**src/rtl/core/hsv_pkg.sv**
```systemverilog
// Shared types and constants for the RGB to HSV pixel converter.
`timescale 1ns / 1ps

package hsv_pkg;

    localparam int CH_W      = 8;
    localparam int HUE_W     = 9;
    localparam int NUM_HUE_W = 14;   // 60 * 255 fits in 14 bits
    localparam int NUM_W     = 16;   // 255 * 255 fits in 16 bits
    localparam int QUO_W     = 8;    // quotient bits, one per divider stage
    localparam int ANG_W     = 6;    // sector angle 0..60

    localparam logic [HUE_W-1:0] HUE_BASE_G = 9'd120;
    localparam logic [HUE_W-1:0] HUE_BASE_B = 9'd240;
    localparam logic [HUE_W-1:0] HUE_FULL   = 9'd360;

    typedef enum logic [1:0] {
        SEC_RED,
        SEC_GREEN,
        SEC_BLUE
    } sector_t;

    // Per-item sideband that rides along the pipeline
    typedef struct packed {
        sector_t           sector;
        logic              neg;     // sector difference was negative
        logic              grey;    // all channels equal
        logic [CH_W-1:0]   value;   // largest channel
    } side_t;

endpackage

```
**src/rtl/core/hsv_prep.sv**
```systemverilog
// Front stages: max/min, sector pick, then numerators for hue and saturation.
`timescale 1ns / 1ps

module hsv_prep (
    input  logic                         clk,
    input  logic                         rst_n,
    input  logic                         en,
    input  logic                         in_valid,
    input  logic [hsv_pkg::CH_W-1:0]     red,
    input  logic [hsv_pkg::CH_W-1:0]     green,
    input  logic [hsv_pkg::CH_W-1:0]     blue,
    output logic                         out_valid,
    output logic [hsv_pkg::NUM_W-1:0]    num_hue,
    output logic [hsv_pkg::NUM_W-1:0]    num_sat,
    output logic [hsv_pkg::CH_W-1:0]     delta,
    output hsv_pkg::side_t               side
);
    import hsv_pkg::*;

    // stage 1
    logic            valid1_reg;
    side_t           side1_reg, side1_next;
    logic [CH_W-1:0] delta1_reg, delta1_next;
    logic [CH_W-1:0] mag1_reg, mag1_next;

    // stage 2
    logic                 valid2_reg;
    side_t                side2_reg;
    logic [CH_W-1:0]      delta2_reg;
    logic [NUM_W-1:0]     num_hue2_reg, num_hue2_next;
    logic [NUM_W-1:0]     num_sat2_reg, num_sat2_next;

    logic [CH_W-1:0] mx, mn, pos, sub;

    always_comb
    begin
        mx = red;
        if (green > mx) mx = green;
        if (blue > mx)  mx = blue;
        mn = red;
        if (green < mn) mn = green;
        if (blue < mn)  mn = blue;

        // ties go to red, then green
        if (mx == red)
        begin
            side1_next.sector = SEC_RED;
            pos = green;
            sub = blue;
        end
        else if (mx == green)
        begin
            side1_next.sector = SEC_GREEN;
            pos = blue;
            sub = red;
        end
        else
        begin
            side1_next.sector = SEC_BLUE;
            pos = red;
            sub = green;
        end

        side1_next.neg   = (pos < sub);
        side1_next.grey  = (mx == mn);
        side1_next.value = mx;
        mag1_next        = (pos < sub) ? (sub - pos) : (pos - sub);
        delta1_next      = mx - mn;
    end

    // 60*x = 64x - 4x, 255*d = 256d - d
    always_comb
    begin
        num_hue2_next = NUM_W'({mag1_reg, 6'b0}) - NUM_W'({mag1_reg, 2'b0});
        num_sat2_next = {delta1_reg, 8'b0} - NUM_W'(delta1_reg);
    end

    always_ff @(posedge clk or negedge rst_n)
    begin
        if (!rst_n)
        begin
            valid1_reg <= 1'b0;
            valid2_reg <= 1'b0;
        end
        else if (en)
        begin
            valid1_reg <= in_valid;
            valid2_reg <= valid1_reg;
        end
    end

    always_ff @(posedge clk)
    begin
        if (en)
        begin
            side1_reg    <= side1_next;
            delta1_reg   <= delta1_next;
            mag1_reg     <= mag1_next;
            side2_reg    <= side1_reg;
            delta2_reg   <= delta1_reg;
            num_hue2_reg <= num_hue2_next;
            num_sat2_reg <= num_sat2_next;
        end
    end

    assign out_valid = valid2_reg;
    assign num_hue   = num_hue2_reg;
    assign num_sat   = num_sat2_reg;
    assign delta     = delta2_reg;
    assign side      = side2_reg;

endmodule

```
**src/rtl/core/hsv_div.sv**
```systemverilog
// Pipelined restoring divider: one quotient bit per stage for hue and saturation.
`timescale 1ns / 1ps

module hsv_div (
    input  logic                          clk,
    input  logic                          rst_n,
    input  logic                          en,
    input  logic                          in_valid,
    input  logic [hsv_pkg::NUM_W-1:0]     num_hue,
    input  logic [hsv_pkg::NUM_W-1:0]     num_sat,
    input  logic [hsv_pkg::CH_W-1:0]      delta,
    input  hsv_pkg::side_t                side_in,
    output logic                          out_valid,
    output logic [hsv_pkg::QUO_W-1:0]     quo_hue,
    output logic [hsv_pkg::QUO_W-1:0]     quo_sat,
    output hsv_pkg::side_t                side_out
);
    import hsv_pkg::*;

    // Both quotients stay below 256: 60*|diff| < 256*delta, 255*delta < 256*max.
    logic             valid_reg [1:QUO_W];
    logic [NUM_W-1:0] rh_reg    [1:QUO_W];
    logic [NUM_W-1:0] rs_reg    [1:QUO_W];
    logic [QUO_W-1:0] qh_reg    [1:QUO_W];
    logic [QUO_W-1:0] qs_reg    [1:QUO_W];
    logic [CH_W-1:0]  d_reg     [1:QUO_W];
    side_t            side_reg  [1:QUO_W];

    for (genvar i = 0; i < QUO_W; i++)
    begin : g_stage
        localparam int SH = QUO_W - 1 - i;

        logic             valid_cur;
        logic [NUM_W-1:0] rh_cur, rs_cur;
        logic [QUO_W-1:0] qh_cur, qs_cur;
        logic [CH_W-1:0]  d_cur;
        side_t            side_cur;

        logic [NUM_W-1:0] dh, ds;
        logic             fit_h, fit_s;
        logic [NUM_W-1:0] rh_next, rs_next;
        logic [QUO_W-1:0] qh_next, qs_next;

        // first stage works straight off the inputs
        if (i == 0)
        begin : g_entry
            assign valid_cur = in_valid;
            assign rh_cur    = num_hue;
            assign rs_cur    = num_sat;
            assign qh_cur    = '0;
            assign qs_cur    = '0;
            assign d_cur     = delta;
            assign side_cur  = side_in;
        end
        else
        begin : g_link
            assign valid_cur = valid_reg[i];
            assign rh_cur    = rh_reg[i];
            assign rs_cur    = rs_reg[i];
            assign qh_cur    = qh_reg[i];
            assign qs_cur    = qs_reg[i];
            assign d_cur     = d_reg[i];
            assign side_cur  = side_reg[i];
        end

        always_comb
        begin
            dh      = NUM_W'(d_cur) << SH;
            ds      = NUM_W'(side_cur.value) << SH;
            fit_h   = (rh_cur >= dh);
            fit_s   = (rs_cur >= ds);
            rh_next = fit_h ? (rh_cur - dh) : rh_cur;
            rs_next = fit_s ? (rs_cur - ds) : rs_cur;
            qh_next = qh_cur;
            qs_next = qs_cur;
            qh_next[SH] = fit_h;
            qs_next[SH] = fit_s;
        end

        always_ff @(posedge clk or negedge rst_n)
        begin
            if (!rst_n)
                valid_reg[i+1] <= 1'b0;
            else if (en)
                valid_reg[i+1] <= valid_cur;
        end

        always_ff @(posedge clk)
        begin
            if (en)
            begin
                rh_reg[i+1]   <= rh_next;
                rs_reg[i+1]   <= rs_next;
                qh_reg[i+1]   <= qh_next;
                qs_reg[i+1]   <= qs_next;
                d_reg[i+1]    <= d_cur;
                side_reg[i+1] <= side_cur;
            end
        end
    end

    assign out_valid = valid_reg[QUO_W];
    assign quo_hue   = qh_reg[QUO_W];
    assign quo_sat   = qs_reg[QUO_W];
    assign side_out  = side_reg[QUO_W];

endmodule

```
**src/rtl/core/hsv_post.sv**
```systemverilog
// Output stage: sector offset, wrap of negative angles, grey override.
`timescale 1ns / 1ps

module hsv_post (
    input  logic                          clk,
    input  logic                          rst_n,
    input  logic                          en,
    input  logic                          in_valid,
    input  logic [hsv_pkg::QUO_W-1:0]     quo_hue,
    input  logic [hsv_pkg::QUO_W-1:0]     quo_sat,
    input  hsv_pkg::side_t                side,
    output logic                          out_valid,
    output logic [hsv_pkg::HUE_W-1:0]     hue,
    output logic [hsv_pkg::CH_W-1:0]      saturation,
    output logic [hsv_pkg::CH_W-1:0]      brightness
);
    import hsv_pkg::*;

    logic             valid_reg;
    logic [HUE_W-1:0] hue_reg, hue_next;
    logic [CH_W-1:0]  sat_reg, sat_next;
    logic [CH_W-1:0]  bright_reg;

    logic [HUE_W-1:0] ang;
    logic [HUE_W-1:0] base;

    always_comb
    begin
        ang = HUE_W'(quo_hue[ANG_W-1:0]);
        case (side.sector)
            SEC_GREEN: base = HUE_BASE_G;
            SEC_BLUE:  base = HUE_BASE_B;
            default:   base = '0;
        endcase

        if (side.grey)
            hue_next = '0;
        else if (side.neg && ang != '0)
            // red sector wraps to 300..359
            hue_next = ((side.sector == SEC_RED) ? HUE_FULL : base) - ang;
        else
            hue_next = base + ang;

        sat_next = side.grey ? '0 : quo_sat;
    end

    always_ff @(posedge clk or negedge rst_n)
    begin
        if (!rst_n)
            valid_reg <= 1'b0;
        else if (en)
            valid_reg <= in_valid;
    end

    always_ff @(posedge clk)
    begin
        if (en)
        begin
            hue_reg    <= hue_next;
            sat_reg    <= sat_next;
            bright_reg <= side.value;
        end
    end

    assign out_valid  = valid_reg;
    assign hue        = hue_reg;
    assign saturation = sat_reg;
    assign brightness = bright_reg;

endmodule

```
**src/rtl/core/rgb_to_hsv_pixel_top.sv**
```systemverilog
// Top level of the 8-bit RGB to HSV pixel converter.
//
// Input stream s_axis: one pixel per item, tdata = {blue, green, red}.
// Output stream m_axis: one result per pixel, tdata = {pad, brightness,
// saturation, hue}; hue is whole degrees 0..359, grey pixels give hue 0
// and saturation 0.
// Throughput: one item per clock while m_axis is not stalled. The
// pipeline is 11 register stages deep: max/min, numerator scaling,
// eight divider stages (one quotient bit each for hue and saturation)
// and the output register.
// Reset clears every valid bit; the pipeline comes up empty and ready.
// When the receiver holds m_axis_tready low with a result waiting, the
// whole pipeline freezes, empty slots included, and s_axis_tready drops
// in the same cycle. Nothing is lost or repeated across a stall.
`timescale 1ns / 1ps

module rgb_to_hsv_pixel_top (
    input  logic        clk,
    input  logic        rst_n,
    input  logic        s_axis_tvalid,
    output logic        s_axis_tready,
    input  logic [23:0] s_axis_tdata,   // red[7:0], green[15:8], blue[23:16]
    output logic        m_axis_tvalid,
    input  logic        m_axis_tready,
    output logic [31:0] m_axis_tdata    // hue[8:0], saturation[16:9], brightness[24:17], zero
);
    import hsv_pkg::*;

    logic             en;
    logic             prep_valid;
    logic [NUM_W-1:0] prep_num_hue, prep_num_sat;
    logic [CH_W-1:0]  prep_delta;
    side_t            prep_side;
    logic             div_valid;
    logic [QUO_W-1:0] div_quo_hue, div_quo_sat;
    side_t            div_side;
    logic [HUE_W-1:0] hue;
    logic [CH_W-1:0]  saturation, brightness;

    assign en            = m_axis_tready || !m_axis_tvalid;
    assign s_axis_tready = en;

    hsv_prep u_prep (
        .clk       (clk),
        .rst_n     (rst_n),
        .en        (en),
        .in_valid  (s_axis_tvalid),
        .red       (s_axis_tdata[7:0]),
        .green     (s_axis_tdata[15:8]),
        .blue      (s_axis_tdata[23:16]),
        .out_valid (prep_valid),
        .num_hue   (prep_num_hue),
        .num_sat   (prep_num_sat),
        .delta     (prep_delta),
        .side      (prep_side)
    );

    hsv_div u_div (
        .clk       (clk),
        .rst_n     (rst_n),
        .en        (en),
        .in_valid  (prep_valid),
        .num_hue   (prep_num_hue),
        .num_sat   (prep_num_sat),
        .delta     (prep_delta),
        .side_in   (prep_side),
        .out_valid (div_valid),
        .quo_hue   (div_quo_hue),
        .quo_sat   (div_quo_sat),
        .side_out  (div_side)
    );

    hsv_post u_post (
        .clk        (clk),
        .rst_n      (rst_n),
        .en         (en),
        .in_valid   (div_valid),
        .quo_hue    (div_quo_hue),
        .quo_sat    (div_quo_sat),
        .side       (div_side),
        .out_valid  (m_axis_tvalid),
        .hue        (hue),
        .saturation (saturation),
        .brightness (brightness)
    );

    assign m_axis_tdata = {7'b0, brightness, saturation, hue};

endmodule

```
**config.mk**
```make
export PLATFORM = sky130hd
export DESIGN_NAME = rgb_to_hsv_pixel_top
export DESIGN_NICKNAME = d
export VERILOG_FILES = /design/src/rtl/core/hsv_pkg.sv /design/src/rtl/core/hsv_prep.sv /design/src/rtl/core/hsv_div.sv /design/src/rtl/core/hsv_post.sv /design/src/rtl/core/rgb_to_hsv_pixel_top.sv
export SDC_FILE = /design/constraint.sdc
export NUM_CORES = 1
export LEC_CHECK = 0
export BUFFER_PORTS_ARGS = -buffer_cell sky130_fd_sc_hd__buf_2
export CAP_MARGIN = 20
export CORE_MARGIN = 3
export CORE_UTILIZATION = 45
export DETAILED_ROUTE_END_ITERATION = 16
export PLACE_DENSITY = 0.66
export SYNTH_ARGS = -nofsm -noshare
export SYNTH_HDL_FRONTEND = slang
export SYNTH_SLANG_ARGS = --single-unit
```
**constraint.sdc**
```tcl
create_clock -name clk -period 23.8 [get_ports clk]
set_clock_uncertainty 0.05 [all_clocks]
set_input_delay 2.38 -clock clk [delete_from_list [all_inputs] [get_ports clk]]
set_output_delay 2.38 -clock clk [all_outputs]
set_load 0.05 [all_outputs]
```
==> summary.md <==
| Metric | Value |
|---|---|
| Post-CTS setup buffers | 0 |
| Vias in the first global route | 16,300 |
| P_sw | 1.69 mW |
| Routed wire length | 48.2 mm |
| Most frequent cells in the layout | edfxtp_1 (514), inv_1 (235), ha_1 (194), nor2_1 (187), a21oi_1 (161) |
| CP max stage cell | a222oi_1 |
| Comb power frac | 0.416 |
| Switch share | 0.359 |
| Worst path max stage delay | 0.65 ns |
| Vias per inst | 5.20 |
| Mapped Cells | 2,242 |
| Yosys top cell by area | edfxtp_1 |
| Largest net degree at the start of global routing | 179 |
| Tcrit/Tclk final | 0.408 |
| Final Critical Period | 9.72 ns |
| Max-Cap Viols | 0 |
| Hold/Removal Path Class | register to register |
| Number of buffers created by CTS | 55 |
| Post-Synth Adder-Cell Area | 0.103 |
| IO Count | 62 |
| Number of synthesized flops with an enable pin | 514 |
| Seq pwr share | 0.409 |
| Multi-input logic area | 0.0101 mm² |
| First-pass GRT wire length | 78.9 mm |
| Final setup fails | 0 |
| Compound-gate portion of the synthesized area | 0.106 |
| Clock root cell | clkbuf_16 |
| Gpl congestion | 0.856 |
| Hold_ws | 0.359 ns |
| Final HPWL DP | 35.2 mm |
| Antenna violations before repair | 2 |
| Post-Syn Area | 0.0269 mm² |
| DRC Markers | 0 |
| Mux share of post-synthesis cell area | 0.0150 |
| CTS tree | built |
| Antenna diodes | 0 |
| Commonest non-fill, non-tap cell in the layout | edfxtp_1 |
| XOR/XNOR Fraction of Synth Area | 0.0483 |
| Max-slew headroom | 0.264 |
| Required @ worst endpoint | 24.08 ns |
| RSZ-0062 raised after global routing | false |
| Pleak | 12.3 nW |
| Synth-to-Final Area Change | 10.9% |
| Die area | 0.0629 mm² |
| Clock Latency Late Sink | 0.58 ns |
| CP Capture Type | register |
| Top cell by count, worst path | a21oi_1 |
| Grt ovf | 0 |
| Critical path class | primary input to register |
| Largest family of logic cells by synthesized area | compound AO/OA/AOI/OAI gates |
| DRT antenna net count | 0 |
| Clock buffer depth | 3 |
| Hold-fix buffers, CTS | 0 |
| Core box area | 0.0591 mm² |
| Final #Nets | 2,561 |
| Bufs and invs on worst path | 3 |
| Largest register FFs | 105 |
| Worst R2R Path Depth | 4 |
| CTS H-tree depth | 2 |
| YS warnings | 0 |
| Tot GR Track Use | 0.153 |
| Leading post-synthesis cells by cell area | edfxtp_1 (57%), ha_1 (9.0%), inv_1 (3.3%) |
| Register area share after synthesis | 0.583 |
| WHS Path Cells | 0 |
| Die height | 251 µm |
| Largest fanout on the critical path | 26 |
| CP Launch Type | primary input |
| CP top delay family | compound AO/OA/AOI/OAI gates |
| Flops & latches, synth | 525 |
| Fraction of layout cells with a size suffix above 1 | 0.0773 |
| Setup_tns | 0 ns |
| Starting Density | 0.456 |
| Clk pwr share | 0.175 |
| Non-Filler Instances | 3,139 |
| Final instance area | 0.0299 mm² |
| Measured slew at the worst slew-check pin | 1.10 ns |
| WL per Instance | 15.4 µm |
| Fmax | 103 MHz |
| Site Rows | 89 |
| Crit path DAT | 10.00 ns |
| Power per standard cell area | 158 mW/mm² |
| FF-to-FF setup slack | 19.95 ns |
| Hold wc startpoint | u_div.side_reg[0][56]$_DFFE_PP_ |
| Resized Gates After CTS | 0 |
| Outcome | finished clean |
| Max Slew Vio Count | 0 |
| Worst r2r src | u_post.out_valid$_DFFE_PN0P_ |
| Vias post-DR | 16,300 |
| DR iter-0 viols | 862 |
| CTS clk-pin slew, worst paths | 0.06 ns |
| Top FF cell, synth | edfxtp_1 |
| Placed Area | 0.0281 mm² |
| Yosys cell types | 74 |
| Capture point of the worst reg-to-reg path | u_div.qs_reg[7][2]$_DFFE_PP_ |
| Internal | 3.02 mW |
| Fillers | 5,035 |
| Hold Crit Endpoint | u_div.side_reg[0][68]$_DFFE_PP_ |
| First drt pass iteration count | 5 |
| Final hold vios | 0 |
| CTS Sinks | 525 |
| Cells after DPL | 3,032 |
| Post-synthesis average cell area | 12.0 µm² |
| Register area | 0.0157 mm² |
| FFs w/ async S/R, synth | 0.0210 |
| Port bufs | 54 |
| Yosys top cell area share | 0.573 |
| Maximum vdd ir drop | 66.1 µV |
| Post-Synth Simple-Gate Area | 0.103 |
| Die span in x | 251 µm |
-- worst max path at each step --
stage | from | end | depth (start not counted)
3_5_place_dp | s_axis_tdata[1] | u_prep.mag1_reg[7]$_DFFE_PP_ | 30
4_1_cts | s_axis_tdata[1] | u_prep.mag1_reg[7]$_DFFE_PP_ | 30
6_report | s_axis_tdata[1] | u_prep.mag1_reg[7]$_DFFE_PP_ | 30
5_1_grt | s_axis_tdata[5] | u_prep.mag1_reg[7]$_DFFE_PP_ | 30
2_1_floorplan | m_axis_tready | s_axis_tready | 2
3_3_place_gp | s_axis_tdata[7] | u_prep.mag1_reg[7]$_DFFE_PP_ | 30
-- final cells by class --
cell class | count | area share
Clock buffer | 65 | 0.0480
Clock inverter | 37 | 0.0111
Inverter | 235 | 0.0295
Multi-Input combinational cell | 1435 | 0.339
Sequential cell | 525 | 0.526
Tap cell | 773 | 0.0324
Timing Repair Buffer | 69 | 0.0142
-- layer usage --
layer,track usage,up-vias,routed length (µm)
li1,-,8219,-
met1,0.170,7745,19400
met2,0.296,276,25900
met3,0.0262,84,1800
met4,0.0450,2,1090
met5,0,-,9
-- worst register-to-register path, cell delays in order (launching register included) --
cell	delay, ns
dfrtp_1	0.40
nand2b_4	0.52
buf_4	0.76
buf_4	0.87
buf_12	0.74
-- power groups by stage --
stage | Combinational, mW | Sequential (mW) | Clock [mW]
6_report | 1.96 | 1.93 | 0.824
4_1_cts | 1.97 | 1.93 | 0.849
3_3_place_gp | 1.88 | 1.93 | 0
3_5_place_dp | 1.96 | 1.95 | 0
5_1_grt | 2.22 | 1.98 | 0.887
2_1_floorplan | 1.51 | 2.07 | 0
-- cells by family (layout without fill, tap and decap cells) --
group	Yosys count	in the layout
simple gates	565	565
flops	525	525
compound gates	466	466
buf+inv	288	406
fa+ha+maj	212	212
xor+xnor	147	147
mux	38	38
other cells	1	7
-- per-stage QoR --
| step | total power [mW] | setup WS (ns) | utilization |
|---|---|---|---|
| after floorplan | 3.57 | 4.42 | - |
| after global placement | 3.81 | 13.09 | 0.474 |
| after detailed placement | 3.90 | 13.08 | 0.474 |
| after CTS | 4.75 | 13.67 | 0.504 |
| after global routing | 5.09 | 13.36 | 0.505 |
| final | 4.71 | 14.08 | 0.505 |
-- cell usage after synthesis (25+ instances only) --
master,number
a21o_1,76
a21oi_1,161
clkbuf_1,33
edfxtp_1,514
ha_1,194
inv_1,235
nand2_1,121
nand2b_1,40
nor2_1,187
nor2b_1,52
nor3_1,35
nor4_1,25
o21ai_0,113
xnor2_1,85
xor2_1,61
No activity file was read; power rests on OpenSTA's default activity.
